### src/design/psc_pkg.sv
// Package for the patch slot cache: shared types, constants and the LFSR step.
// No dependencies; imported by every module of the block.
package psc_pkg;

  // LFSR reset value, also used when a zero seed is written
  localparam logic [15:0] SEED_RESET = 16'd44257;

  // Controller states
  typedef enum logic [1:0] {
    ST_IDLE,
    ST_VICTIM,
    ST_SEARCH,
    ST_DONE
  } psc_state_e;

  // Contents of one slot cell: x in bits 15..0, y in bits 31..16
  typedef struct packed {
    logic        valid;
    logic [31:0] coords;
  } cell_data_t;

  // Commands from the controller to the victim unit
  typedef struct packed {
    logic start;
    logic commit;
  } vic_ctrl_t;

  // Fibonacci LFSR, taps 16,14,13,11, shifting right
  function automatic logic [15:0] lfsr_next(input logic [15:0] s);
    logic fb;
    fb = s[0] ^ s[2] ^ s[3] ^ s[5];
    return {fb, s[15:1]};
  endfunction

endpackage

### src/design/psc_cell.sv
// One slot cell of the rotating slot ring: holds a valid bit and a coordinate key.
// Depends on psc_pkg for cell_data_t.
module psc_cell
  import psc_pkg::*;
(
  input  logic        clk_i,
  input  logic        rst_ni,
  input  logic        shift_i,
  input  logic        wr_i,
  input  logic [31:0] wr_coords_i,
  input  cell_data_t  nbr_i,
  output cell_data_t  data_o
);

  logic        valid_q;
  logic [31:0] coords_q;

  // Take the neighbor's valid bit on a shift, set it on an install
  always_ff @(posedge clk_i or negedge rst_ni) begin
    if (!rst_ni) begin
      valid_q <= 1'b0;
    end else if (shift_i) begin
      valid_q <= nbr_i.valid;
    end else if (wr_i) begin
      valid_q <= 1'b1;
    end
  end

  // Move or install the key; no reset needed
  always_ff @(posedge clk_i) begin
    if (shift_i) begin
      coords_q <= nbr_i.coords;
    end else if (wr_i) begin
      coords_q <= wr_coords_i;
    end
  end

  assign data_o.valid  = valid_q;
  assign data_o.coords = coords_q;

endmodule

### config.mk
export PLATFORM = sky130hd
export DESIGN_NAME = psc_cell
export DESIGN_NICKNAME = d
export VERILOG_FILES = /design/src/design/psc_pkg.sv /design/src/design/psc_cell.sv
export SDC_FILE = /design/constraint.sdc
export NUM_CORES = 1
export LEC_CHECK = 0
export BUFFER_PORTS_ARGS = -buffer_cell sky130_fd_sc_hd__buf_4
export CORE_MARGIN = 2
export CORE_UTILIZATION = 45
export DETAILED_ROUTE_END_ITERATION = 10
export PLACE_DENSITY_LB_ADDON = 0.08
export SLEW_MARGIN = 0
export SYNTH_ARGS = -nofsm -noshare
export SYNTH_HDL_FRONTEND = slang
export SYNTH_SLANG_ARGS = --single-unit
### constraint.sdc
create_clock -name clk_i -period 1.5 [get_ports clk_i]
set_clock_uncertainty 0.05 [all_clocks]
set_input_delay 0.3 -clock clk_i [delete_from_list [all_inputs] [get_ports clk_i]]
set_output_delay 0.3 -clock clk_i [all_outputs]
set_load 0.01 [all_outputs]
# Yosys cells after proc, flatten, opt, wreduce, memory -nomap -nowiden
# Cells that the tools add are included.
dict set report totals {
  register_bits 33
  inputBits 69
  out_inout_bits 33
  elab_cells 7
}
dict set report classes {
  mux 4
  reduce_logical 1
}
# cell count
set ops {}
lappend ops {{$mux 32} 2}
lappend ops {{$mux 1} 2}
lappend ops {{$reduce_bool 2->1} 1}

# Longest topological paths before layout
dict set report logic_depth {
  word_depth 2
  mapped_depth 4
  mapped_depth_nobuf 2
}

# Worst setup path after synthesis
# Ideal clock, no wire load.
dict set report synth_timing {
  path_type {input port to flip-flop}
  startpoint {input port shift_i}
  endpoint {register coords_q[0], enable pin}
  setup_time_ns 0.375
  arrival_ns 1.045
  required_ns 1.075
  path_slack_ns 0.030
  path_stages 3
  path_buffers 2
  path_cell_list {buf_6 > buf_8 > or2_2}
}
dict set report synth_via {
  elab_chain_len 1
}
# item line_no
set synth_lines {}
lappend synth_lines {{start: declaration} psc_cell.sv:8} ;# input logic shift_i,
lappend synth_lines {{$reduce_bool 2->1 (no source line)} n/a}
lappend synth_lines {{end signal: assignment} psc_cell.sv:32} ;# coords_q <= nbr_i.coords;
lappend synth_lines {{end signal: assignment} psc_cell.sv:34} ;# coords_q <= wr_coords_i;
lappend synth_lines {{end: declaration} psc_cell.sv:16} ;# logic [31:0] coords_q;
# No other way between the ends.
# A chain may end at the register's enable or synchronous reset.

# Worst setup path in the final report
dict set report layout_timing {
  startpoint {register coords_q[10]}
  endpoint {output port data_o[10] (netlist bit)}
}
# item line_no
set layout_rtl {}
lappend layout_rtl {{end: declaration} psc_cell.sv:12} ;# output cell_data_t data_o
# No word-level cell between the ends.

==> results.ini <==
[status]
status=finished clean

[setup_path]
arrival_ns=0.88
cp_top_family=flip-flops
cp.buffers_inverters=1
cp-end-kind=primary output
crit_path_start_kind=register
required_ns=1.15
ff2ff_setup_slack_ns=0.79
crit_path_top_delay_cell=edfxtp_1
critPathKind=reg -> out
crit_path_cell_trace=buf_4
crit_path_max_incr_delay_ns=0.40
critPathMaxFanout=1

[yosys]
synth_xor_area_frac=0
synth_cell_types=12
syn-num-nets=143
synth.cell_area_sq_um=1540
synth_compound_area_frac=0.003249
synth_mux_area_frac=0.2998
ys.warnings.count=0
synthSimpleGateAreaFrac=0.008936
synth_fa_ha_area_frac=0
synth_top_family_by_area=multiplexers
ys_seq_area_frac=0.6401
avgSynthCellArea_sq_um=20.81
postSynthCellCount=74
ys_ff_latch=33

[floorplan]
die_w_um=62.51
std_cell_rows=21
core-area_sq_um=3311
dieArea_sq_um=3907
initial_core_util=0.4652
die_h_um=62.51
io_pins=102

[finish]
fin_nets=252
drive_gt1_frac=0.7880
final_core_util=0.7226
antenna_cells=0
area_delta_synth_final_pct=55.32

[power]
p_seq_frac=0.547
clkPwrFrac=0.214
max-vdd-ir-drop_v=0.0006008
internal-power_w=0.001629
power_switching_w=0.0004817
finalPower_w=0.002111
powerDensity_nw_per_um2=882.3
combPwrFrac=0.239
switching_share=0.2282
power_leakage_nw=1.134

[drt]
drt_iter0_drc=25
routedWlPerCell_um=13.96
drt_wl_total_mm=3.211
drc=0
first_pass_iters=4
viasPerCell=4.483
ant_nets=0
dr_total_vias=1031

[place]
port_buffers=101
place_hpwl_mm=2.540
pre_cts_ws_ns=0.2004
globalplace.congestion=0.7067

[grt]
antenna_found_initial=0
grt_max_degree=19
grt_usage=0.1755
grt_pass1_wl_mm=5.230
globalRouteOverflowTotal=0
first_global_vias=1136

[clock_network]
cts_setup_buffers=0
cts_buffer_depth=2
numCtsBuffers=5
clock_latency_ns=0.32
h-tree-depth=2
clk_pin_slew_ns=0.10
cts.sinks=33
cts_root_buffer=clkbuf_4
cts_tree=done

[sta]
worstMarginPinSlew_ns=0.2326
setup_viol=0
final_hold_viol_count=0
rsz0062_at_grt=no
fmax_mhz=816.0
setup_tns_ns=0
post-route-period-util=0.8170
drv_slew=0
fin_crit_ns=1.225
worst_hold_slack_ns=0.1420
maxSlewHeadroom=0.8450
worst_slack_ns=0.2746

[job]
drv_cap=0

[hold_path]
hold_path_class=in -> reg

## metrics by stage
stage / instance area (sq um) / cells
2_1_floorplan: 1540 / 74
3_3_place_gp: 2332 / 221
3_5_place_dp: 2332 / 221
4_1_cts: 2392 / 230
5_1_grt: 2392 / 230
6_report: 2392 / 230
## synth_stat cells (all sizes together)
library cell  number  area share
buf                5       0.048
dfrtp              1       0.016
edfxtp            32        0.62
mux2              32        0.30
nand2              1      0.0024
nor2               1      0.0024
o21ai              1      0.0032
or2                1      0.0041
## cells in the final DEF (no fill, tap or decap), drive strengths merged
master	count
buf	106
clkbuf	5
clkinv	3
dfrtp	1
dlygate4sd3	1
edfxtp	32
mux2	32
nand2	1
nor2	1
o21ai	1
or2	1
## repair_timing
item,CTS,global route
gates resized for setup,0,0
endpoints found under the hold margin,1,0
hold buffers,1,0
## power groups by stage
stage / Clock [W] / Sequential (W) / Combinational, W
floorplan: 0 / 0.00123 / 0.000161
global placement: 0 / 0.00117 / 0.000499
detailed placement: 0 / 0.00118 / 0.000508
CTS: 0.000469 / 0.00116 / 0.000511
global route: 0.000506 / 0.00117 / 0.000536
finish: 0.000451 / 0.00116 / 0.000504
## cells by family after synthesis
kind of cell	after synthesis
flip-flops	33
AND/OR/NAND/NOR	3
buffers and inverters	5
AO/OA/AOI/OAI	1
multiplexers	32
## flip-flops by register name (all words and copies together), names as in the netlist
| name | flops |
|---|---|
| coords_q | 32 |
| valid_q | 1 |
## final timing paths
kind	cells past startpoint	endpoint	startpoint
max in group asynchronous	2	valid_q	rst_ni
max	1	data_o[10]	coords_q[10]
min reg2reg	2	valid_q	valid_q
min	3	valid_q	nbr_i[32]
max reg2reg	2	valid_q	valid_q
min in group asynchronous	2	valid_q	rst_ni
## per-layer routing
metal / part of all wire / vias up / GRT usage
li1: - / 502 / -
met1: 0.33 / 471 / 0.1777
met2: 0.56 / 53 / 0.3293
met3: 0.10 / 5 / 0.05946
met4: 0.011 / 0 / 0.06667
met5: 0 / - / 0
## cell type report
| cell class | count | area, sq um |
|---|---|---|
| sequential | 33 | 985.9 |
| fill | 237 | 918.4 |
| timing repair buffer | 107 | 818.3 |
| multi-input combinational | 36 | 480.5 |
| tap | 46 | 57.56 |
| clock buffer | 5 | 37.54 |
| clock inverter | 3 | 12.51 |
No activity file was read; power rests on OpenSTA's default activity.
