## src/design/psc_pkg.sv

```systemverilog
// Package for the patch slot cache: shared types, constants and the LFSR step.
// No dependencies; imported by every module of the block.
package psc_pkg;

  // LFSR reset value, also used when a zero seed is written
  localparam logic [15:0] SEED_RESET = 16'd44257;

  // Controller states
  typedef enum logic [1:0] {
    ST_IDLE,
    ST_VICTIM,
    ST_SEARCH,
    ST_DONE
  } psc_state_e;

  // Contents of one slot cell: x in bits 15..0, y in bits 31..16
  typedef struct packed {
    logic        valid;
    logic [31:0] coords;
  } cell_data_t;

  // Commands from the controller to the victim unit
  typedef struct packed {
    logic start;
    logic commit;
  } vic_ctrl_t;

  // Fibonacci LFSR, taps 16,14,13,11, shifting right
  function automatic logic [15:0] lfsr_next(input logic [15:0] s);
    logic fb;
    fb = s[0] ^ s[2] ^ s[3] ^ s[5];
    return {fb, s[15:1]};
  endfunction

endpackage

```

## src/design/psc_victim.sv

```systemverilog
// Victim selection: seed-loaded LFSR and a remainder by NUM_LAYERS by reciprocal multiply.
// Depends on psc_pkg for lfsr_next, SEED_RESET and vic_ctrl_t.
module psc_victim
  import psc_pkg::*;
#(
  parameter int NUM_LAYERS = 256,
  localparam int IW = (NUM_LAYERS > 1) ? $clog2(NUM_LAYERS) : 1
) (
  input  logic          clk_i,
  input  logic          rst_ni,
  input  logic          cfg_we_i,
  input  logic [15:0]   cfg_wdata_i,
  input  vic_ctrl_t     ctrl_i,
  output logic          done_o,
  output logic [IW-1:0] vic_idx_o
);

  // 2^32 / NUM_LAYERS rounded down, plus one; the quotient is exact for every 16-bit value
  localparam logic [31:0] RECIP = 32'((64'd1 << 32) / 64'(NUM_LAYERS) + 64'd1);
  localparam logic [15:0] NV    = 16'(NUM_LAYERS);

  logic [15:0]   lfsr_q;
  logic [15:0]   lfsr_nxt;
  logic [47:0]   quot_prod;
  logic [15:0]   quot_q;
  logic [15:0]   quot_mul;
  logic [15:0]   rem_full;
  logic [IW-1:0] rem_q;
  logic          busy_q;

  assign lfsr_nxt = lfsr_next(lfsr_q);

  // Hold the LFSR; load on a seed write, advance when a miss commits
  always_ff @(posedge clk_i or negedge rst_ni) begin
    if (!rst_ni) begin
      lfsr_q <= SEED_RESET;
    end else if (cfg_we_i) begin
      lfsr_q <= (cfg_wdata_i == 16'd0) ? SEED_RESET : cfg_wdata_i;
    end else if (ctrl_i.commit) begin
      lfsr_q <= lfsr_nxt;
    end
  end

  // Quotient of the next LFSR value, then remainder from quotient times NUM_LAYERS
  assign quot_prod = {32'd0, lfsr_nxt} * {16'd0, RECIP};
  assign quot_mul  = quot_q * NV;
  assign rem_full  = lfsr_nxt - quot_mul;

  // Register the quotient on start and the remainder in the following cycle
  always_ff @(posedge clk_i or negedge rst_ni) begin
    if (!rst_ni) begin
      busy_q <= 1'b0;
      quot_q <= '0;
      rem_q  <= '0;
    end else if (ctrl_i.start) begin
      busy_q <= 1'b1;
      quot_q <= quot_prod[47:32];
    end else if (busy_q) begin
      busy_q <= 1'b0;
      rem_q  <= rem_full[IW-1:0];
    end
  end

  assign done_o    = !busy_q;
  assign vic_idx_o = rem_q;

endmodule

```

## config.mk

```make
export PLATFORM = sky130hd
export DESIGN_NAME = psc_victim
export DESIGN_NICKNAME = d
export VERILOG_FILES = /design/src/design/psc_pkg.sv /design/src/design/psc_victim.sv
export SDC_FILE = /design/constraint.sdc
export NUM_CORES = 1
export LEC_CHECK = 0
export BUFFER_PORTS_ARGS = -buffer_cell sky130_fd_sc_hd__buf_2
export CAP_MARGIN = 20
export CORE_UTILIZATION = 46
export DETAILED_ROUTE_END_ITERATION = 8
export PLACE_DENSITY_LB_ADDON = 0.08
export SETUP_SLACK_MARGIN = 0.15
export SKIP_LAST_GASP = 1
export SLEW_MARGIN = 30
export SYNTH_ARGS = -nofsm -noshare
export SYNTH_HDL_FRONTEND = slang
export SYNTH_SLANG_ARGS = --single-unit
```

## constraint.sdc

```tcl
create_clock -name clk_i -period 1 [get_ports clk_i]
set_input_delay 0.1 -clock clk_i [delete_from_list [all_inputs] [get_ports clk_i]]
set_output_delay 0.1 -clock clk_i [all_outputs]
set_load 0.1 [all_outputs]
```

[Yosys cells after proc, flatten, opt, wreduce, memory -nomap -nowiden]
Cells that the tools add are included.
Storage, ports and cells
  bits in registers: 25
  input bits: 21
  output and inout port bits: 9
  logic and storage cells: 16
Operators by class
  add/subtract/negate cells: 1
  mux-type cells: 4
  bitwise gates (word level): 4
  reduce and logical (&&, ||, !) cells: 4
Operators by type and width (number)
  $mux W16: 3
  $logic_not A16 Y1: 1
  $sub A8 B1 Y8 const B: 1
  $xor A1 B1 Y1: 3
  $reduce_and A2 Y1: 1
  $reduce_bool A2 Y1: 1
  $logic_not A1 Y1: 1
  $mux W1: 1
  $not A1 Y1: 1

[Depth between registers and ports, before layout]
  depth after elaboration: 5
  depth in mapped cells: 4
  mapped depth without buffers: 4

[Least setup slack after synthesis]
No wires, ideal clock.
  path kind: reg2reg
  from: register, netlist name vic_idx_o[0]
  to: register rem_q[0] (netlist: vic_idx_o[0])
  library setup time: 0.126 ns
  data arrival time: 1.134 ns
  data required time: 0.874 ns
  setup slack: -0.260 ns
  cell stages (with the launch flop): 2
  path buffers: 0
  period minus slack after synthesis: 1.260 ns
  cell sequence: dfrtp_1 -> mux2_2
RTL lines
  end signal: assignment: line psc_victim.sv:60  | rem_q <= rem_full[IW-1:0];
  end: declaration: line psc_victim.sv:28  | logic [IW-1:0] rem_q;

[Worst setup path after layout]
  from: register lfsr_q[0]
  to: register lfsr_q[15]
Between the ends
  word-level cells in the longest chain between the ends: 5
Ends and longest elaborated chain
  start: declaration: line psc_victim.sv:22  | logic [15:0] lfsr_q;
  start signal: assignment: line psc_victim.sv:38  | lfsr_q <= (cfg_wdata_i == 16'd0) ? SEED_RESET : cfg_wdata_i;
  start signal: assignment: line psc_victim.sv:40  | lfsr_q <= lfsr_nxt;
  $xor A1 B1 Y1 (3 in series): line psc_pkg.sv:31  | fb = s[0] ^ s[2] ^ s[3] ^ s[5];
  $mux W16: line psc_victim.sv:39  | end else if (ctrl_i.commit) begin
  $mux W16: line psc_victim.sv:37  | end else if (cfg_we_i) begin
Every way passes these cells. The select of a mux whose other input is x is not followed.
A chain may end at the register's enable or synchronous reset.

==> impl_metrics.tcl <==
set metrics [dict create \
    final.period_utilization 1.15 \
    final_nets 162 \
    slew-limit-headroom 0.791 \
    syn-mean-instance-area_um2 12.9 \
    finish.cell_count_without_fillers 168 \
    initial_utilization 0.508 \
    fraction_of_synthesized_cell_area_in_xor_and_xnor_cells 0.0223 \
    routed_wire_length_per_instance_um 13.3 \
    synth_nets 112 \
    design.die.area_um2 2770 \
    min_path_type "in2reg" \
    synth_compound_area_frac 0.102 \
    power.sequential.fraction 0.434 \
    tritoncts_clock_tree "yes" \
    synth_fa_ha_area_frac 0 \
    ys_seq_area_frac 0.540 \
    worst-r2r-setup-slack_ns -0.15 \
    power_report.internal_total_mw 1.95 \
    timing.setup.tns_ns -1.42 \
    pin_count_of_the_biggest_net_entering_global_routing 26 \
    numPlacedInstances 160 \
    timing.rr.start "lfsr_q[0]" \
    outcome "complete, but fails checks" \
    final.fill_count 156 \
    initial_antenna_violation_count 0 \
    dr.first_iter.drc_count 4 \
    dominant_combinational_cell_family_by_area_after_synthesis "multiplexers" \
    clkSinkCount 25 \
    final_layout_size_suffix_gt1_frac 0.671 \
    yosysWarningCount 0 \
    vias 847 \
    place_ws_ns -0.229 \
    firstDrtPassIters 4 \
    place.detailed.hpwl_um 1630 \
    critical_path_required_ns 1.25 \
    clockBufferDepth 2 \
    start_kind "flop" \
    synth_largest_area_cell "dfrtp_1" \
    grt_pass1_vias 836 \
    numCtsBuffers 3 \
    critPathCaptureType "flop" \
    final-setup-viol-count 18 \
    final.min_clock_period_ns 1.15 \
    highest_clock_rate_mhz 866 \
    io-pin-count 30 \
    ys_top_cells_by_area "dfrtp_1 36%, dfstp_2 18%, mux2_2 13%" \
    synth_common_cells "17 x dfrtp_1, 14 x mux2_2, 10 x o21ai_0" \
    vias_per_cell 5.04 \
    syn-instance-count 91 \
    remaining_drc_errors 0 \
    h-tree-depth 1 \
    postLayoutSetupSlackWorst_ns -0.155 \
    power.net_switching_mw 1.12 \
    floorplan.rows 17 \
    critical_path_peak_fanout 2 \
    irDropWorstVdd_uv 1080 \
    rsz0062_at_grt "true" \
    muxShareOfSynthArea 0.223 \
    clk_latency_ns 0.31 \
    number_of_enable_type_register_cells_in_the_synthesized_netlist 0 \
    die_height_um 52.6 \
    groute.usage.overall 0.194 \
    worst_clock_skew_ns 0.00863 \
    routabilityCongestion 0.741 \
    critical_path_class "reg2reg" \
    floorplan.die.width_um 52.6 \
    synth_seq_cells 25 \
    cp.arrival_ns 1.40 \
    slew_viol_final 0 \
    setup.worst_path.start "lfsr_q[0]" \
    clock_power_share 0.146 \
    unique_cell_type_count_in_the_yosys_netlist 19 \
    grt_first_pass_wirelength_um 3860 \
    path_clk_slew_ns 0.14 \
    yosysMostFrequentCell "dfrtp_1" \
    worst_setup_path_endpoint "lfsr_q[15]" \
    ant_nets 0 \
    wl_um 2240 \
    pwr-share-comb 0.421 \
    cell_area_after_synthesis_um2 1180 \
    ys_async_sr_fraction 1.00 \
    synth.top_cell.area_share 0.361 \
    fp.coreArea_um2 2320 \
    timing.reg2reg.worst_path_depth 4 \
    synth_simple_gate_area_share 0.0712 \
    timing_worst_slew_pin_value_ns 0.314 \
    failing_checks "negative setup slack" \
    clock_tree.root_cell "clkbuf_4" \
    globalRoute.totalOverflow 0 \
    yosys_most_used_dff "dfrtp_1" \
    cell_pwr_density_nw_per_um2 1770 \
    finalHoldViolations 0 \
    maxCapViolations 0 \
    n_antenna_cell 0 \
    rr_endpoint "lfsr_q[15]" \
    static-leakage-power_nw 0.808 \
    p_sw_frac 0.365 \
    buffer_ports.inserted 29 \
    syn2layout_area_growth_pct 47.5 \
]
==> cell families (layout without fill, tap and decap cells) <==
family | after synthesis | after routing
AO/OA/AOI/OAI | 17 | 17
XOR/XNOR | 3 | 3
buffers and inverters | 7 | 56
flip-flops | 25 | 25
multiplexers | 24 | 24
AND/OR/NAND/NOR | 15 | 15
==> what timing repair did <==
| action | CTS | global route |
|---|---|---|
| pin swaps | 5 | 1 |
| resized for setup | 9 | 2 |
| setup buffers | 1 | 1 |
| hold buffers | 2 | 0 |
| cloned | 0 | 0 |
| endpoints found under the hold margin | 18 | 0 |
| endpoints found under the setup margin | 30 | 32 |
==> through the flow <==
stage / instance area (um^2) / util / power (mW) / hold WS (ns)
CTS: 1730 / 0.746 / 3.08 / 0.000299
global placement: 1650 / 0.713 / 2.59 / 0.0976
detailed placement: 1650 / 0.713 / 2.60 / 0.104
global route: 1740 / 0.749 / 3.20 / 0.0333
finish: 1740 / 0.749 / 3.07 / 0.00307
floorplan: 1240 / - / 2.11 / -0.196
==> power by group through the flow <==
stage	registers, mW	clock network (mW)	logic (mW)
6_report	1.33	0.447	1.29
5_1_grt	1.35	0.490	1.36
4_1_cts	1.33	0.457	1.28
3_5_place_dp	1.35	0	1.25
3_3_place_gp	1.35	0	1.24
2_1_floorplan	1.78	0	0.331
==> registers in the layout, summed over array words and instances, names as in the netlist <==
register and flops:
vic_idx_o 8, lfsr_q 16, busy_q 1
==> critical path: stages, from the launching register on <==
cell and delay [ns]:
dfstp_2 0.57, xor2_1 0.17, xnor2_1 0.14, mux2i_1 0.09, o21ai_1 0.12
==> worst min-delay path by stage <==
stage,startpoint,end,slack [ns],cells past startpoint
after floorplan,rst_ni,busy_q,-0.20,0
after global placement,rst_ni,busy_q,0.1,2
after detailed placement,rst_ni,busy_q,0.10,2
after CTS,cfg_wdata_i[12],lfsr_q[12],0.0003,3
after global routing,cfg_wdata_i[14],lfsr_q[14],0.03,3
final,cfg_wdata_i[12],lfsr_q[12],0.003,3
==> area by class of cell <==
type                    instances  area [um^2]  area share
flip-flops and latches         25          663       0.382
multi-input cells              59          537       0.309
repair buffers                 51          470       0.271
well taps                      28         35.0      0.0202
clock buffers                   3         22.5      0.0130
clock inverters                 1         5.00     0.00288
inverters                       1         3.75     0.00216
==> per-layer routing <==
metal	global-route usage	wire (um)	share of wire
met2	0.295	1020	0.46
met5	0	0	0
met3	0.0261	79	0.035
met1	0.288	1120	0.50
met4	0.0526	14	0.0063
==> layout by cell type, fill, tap and decap left out, types with 2 or more instances in the layout <==
cell type,Yosys,routed
buf_12,0,10
buf_2,3,20
buf_4,0,17
buf_6,1,2
clkbuf_4,0,3
dfrtp_1,17,9
dfrtp_4,0,7
dfstp_2,8,8
dlygate4sd3_1,0,2
mux2_2,14,4
mux2_4,1,11
mux2i_1,9,9
nand2_1,8,8
nor4_1,4,3
o21ai_0,10,4
o21ai_1,0,6
o22a_2,7,7
xnor2_1,2,2
Note: power is estimated with default switching activity, not from simulation.
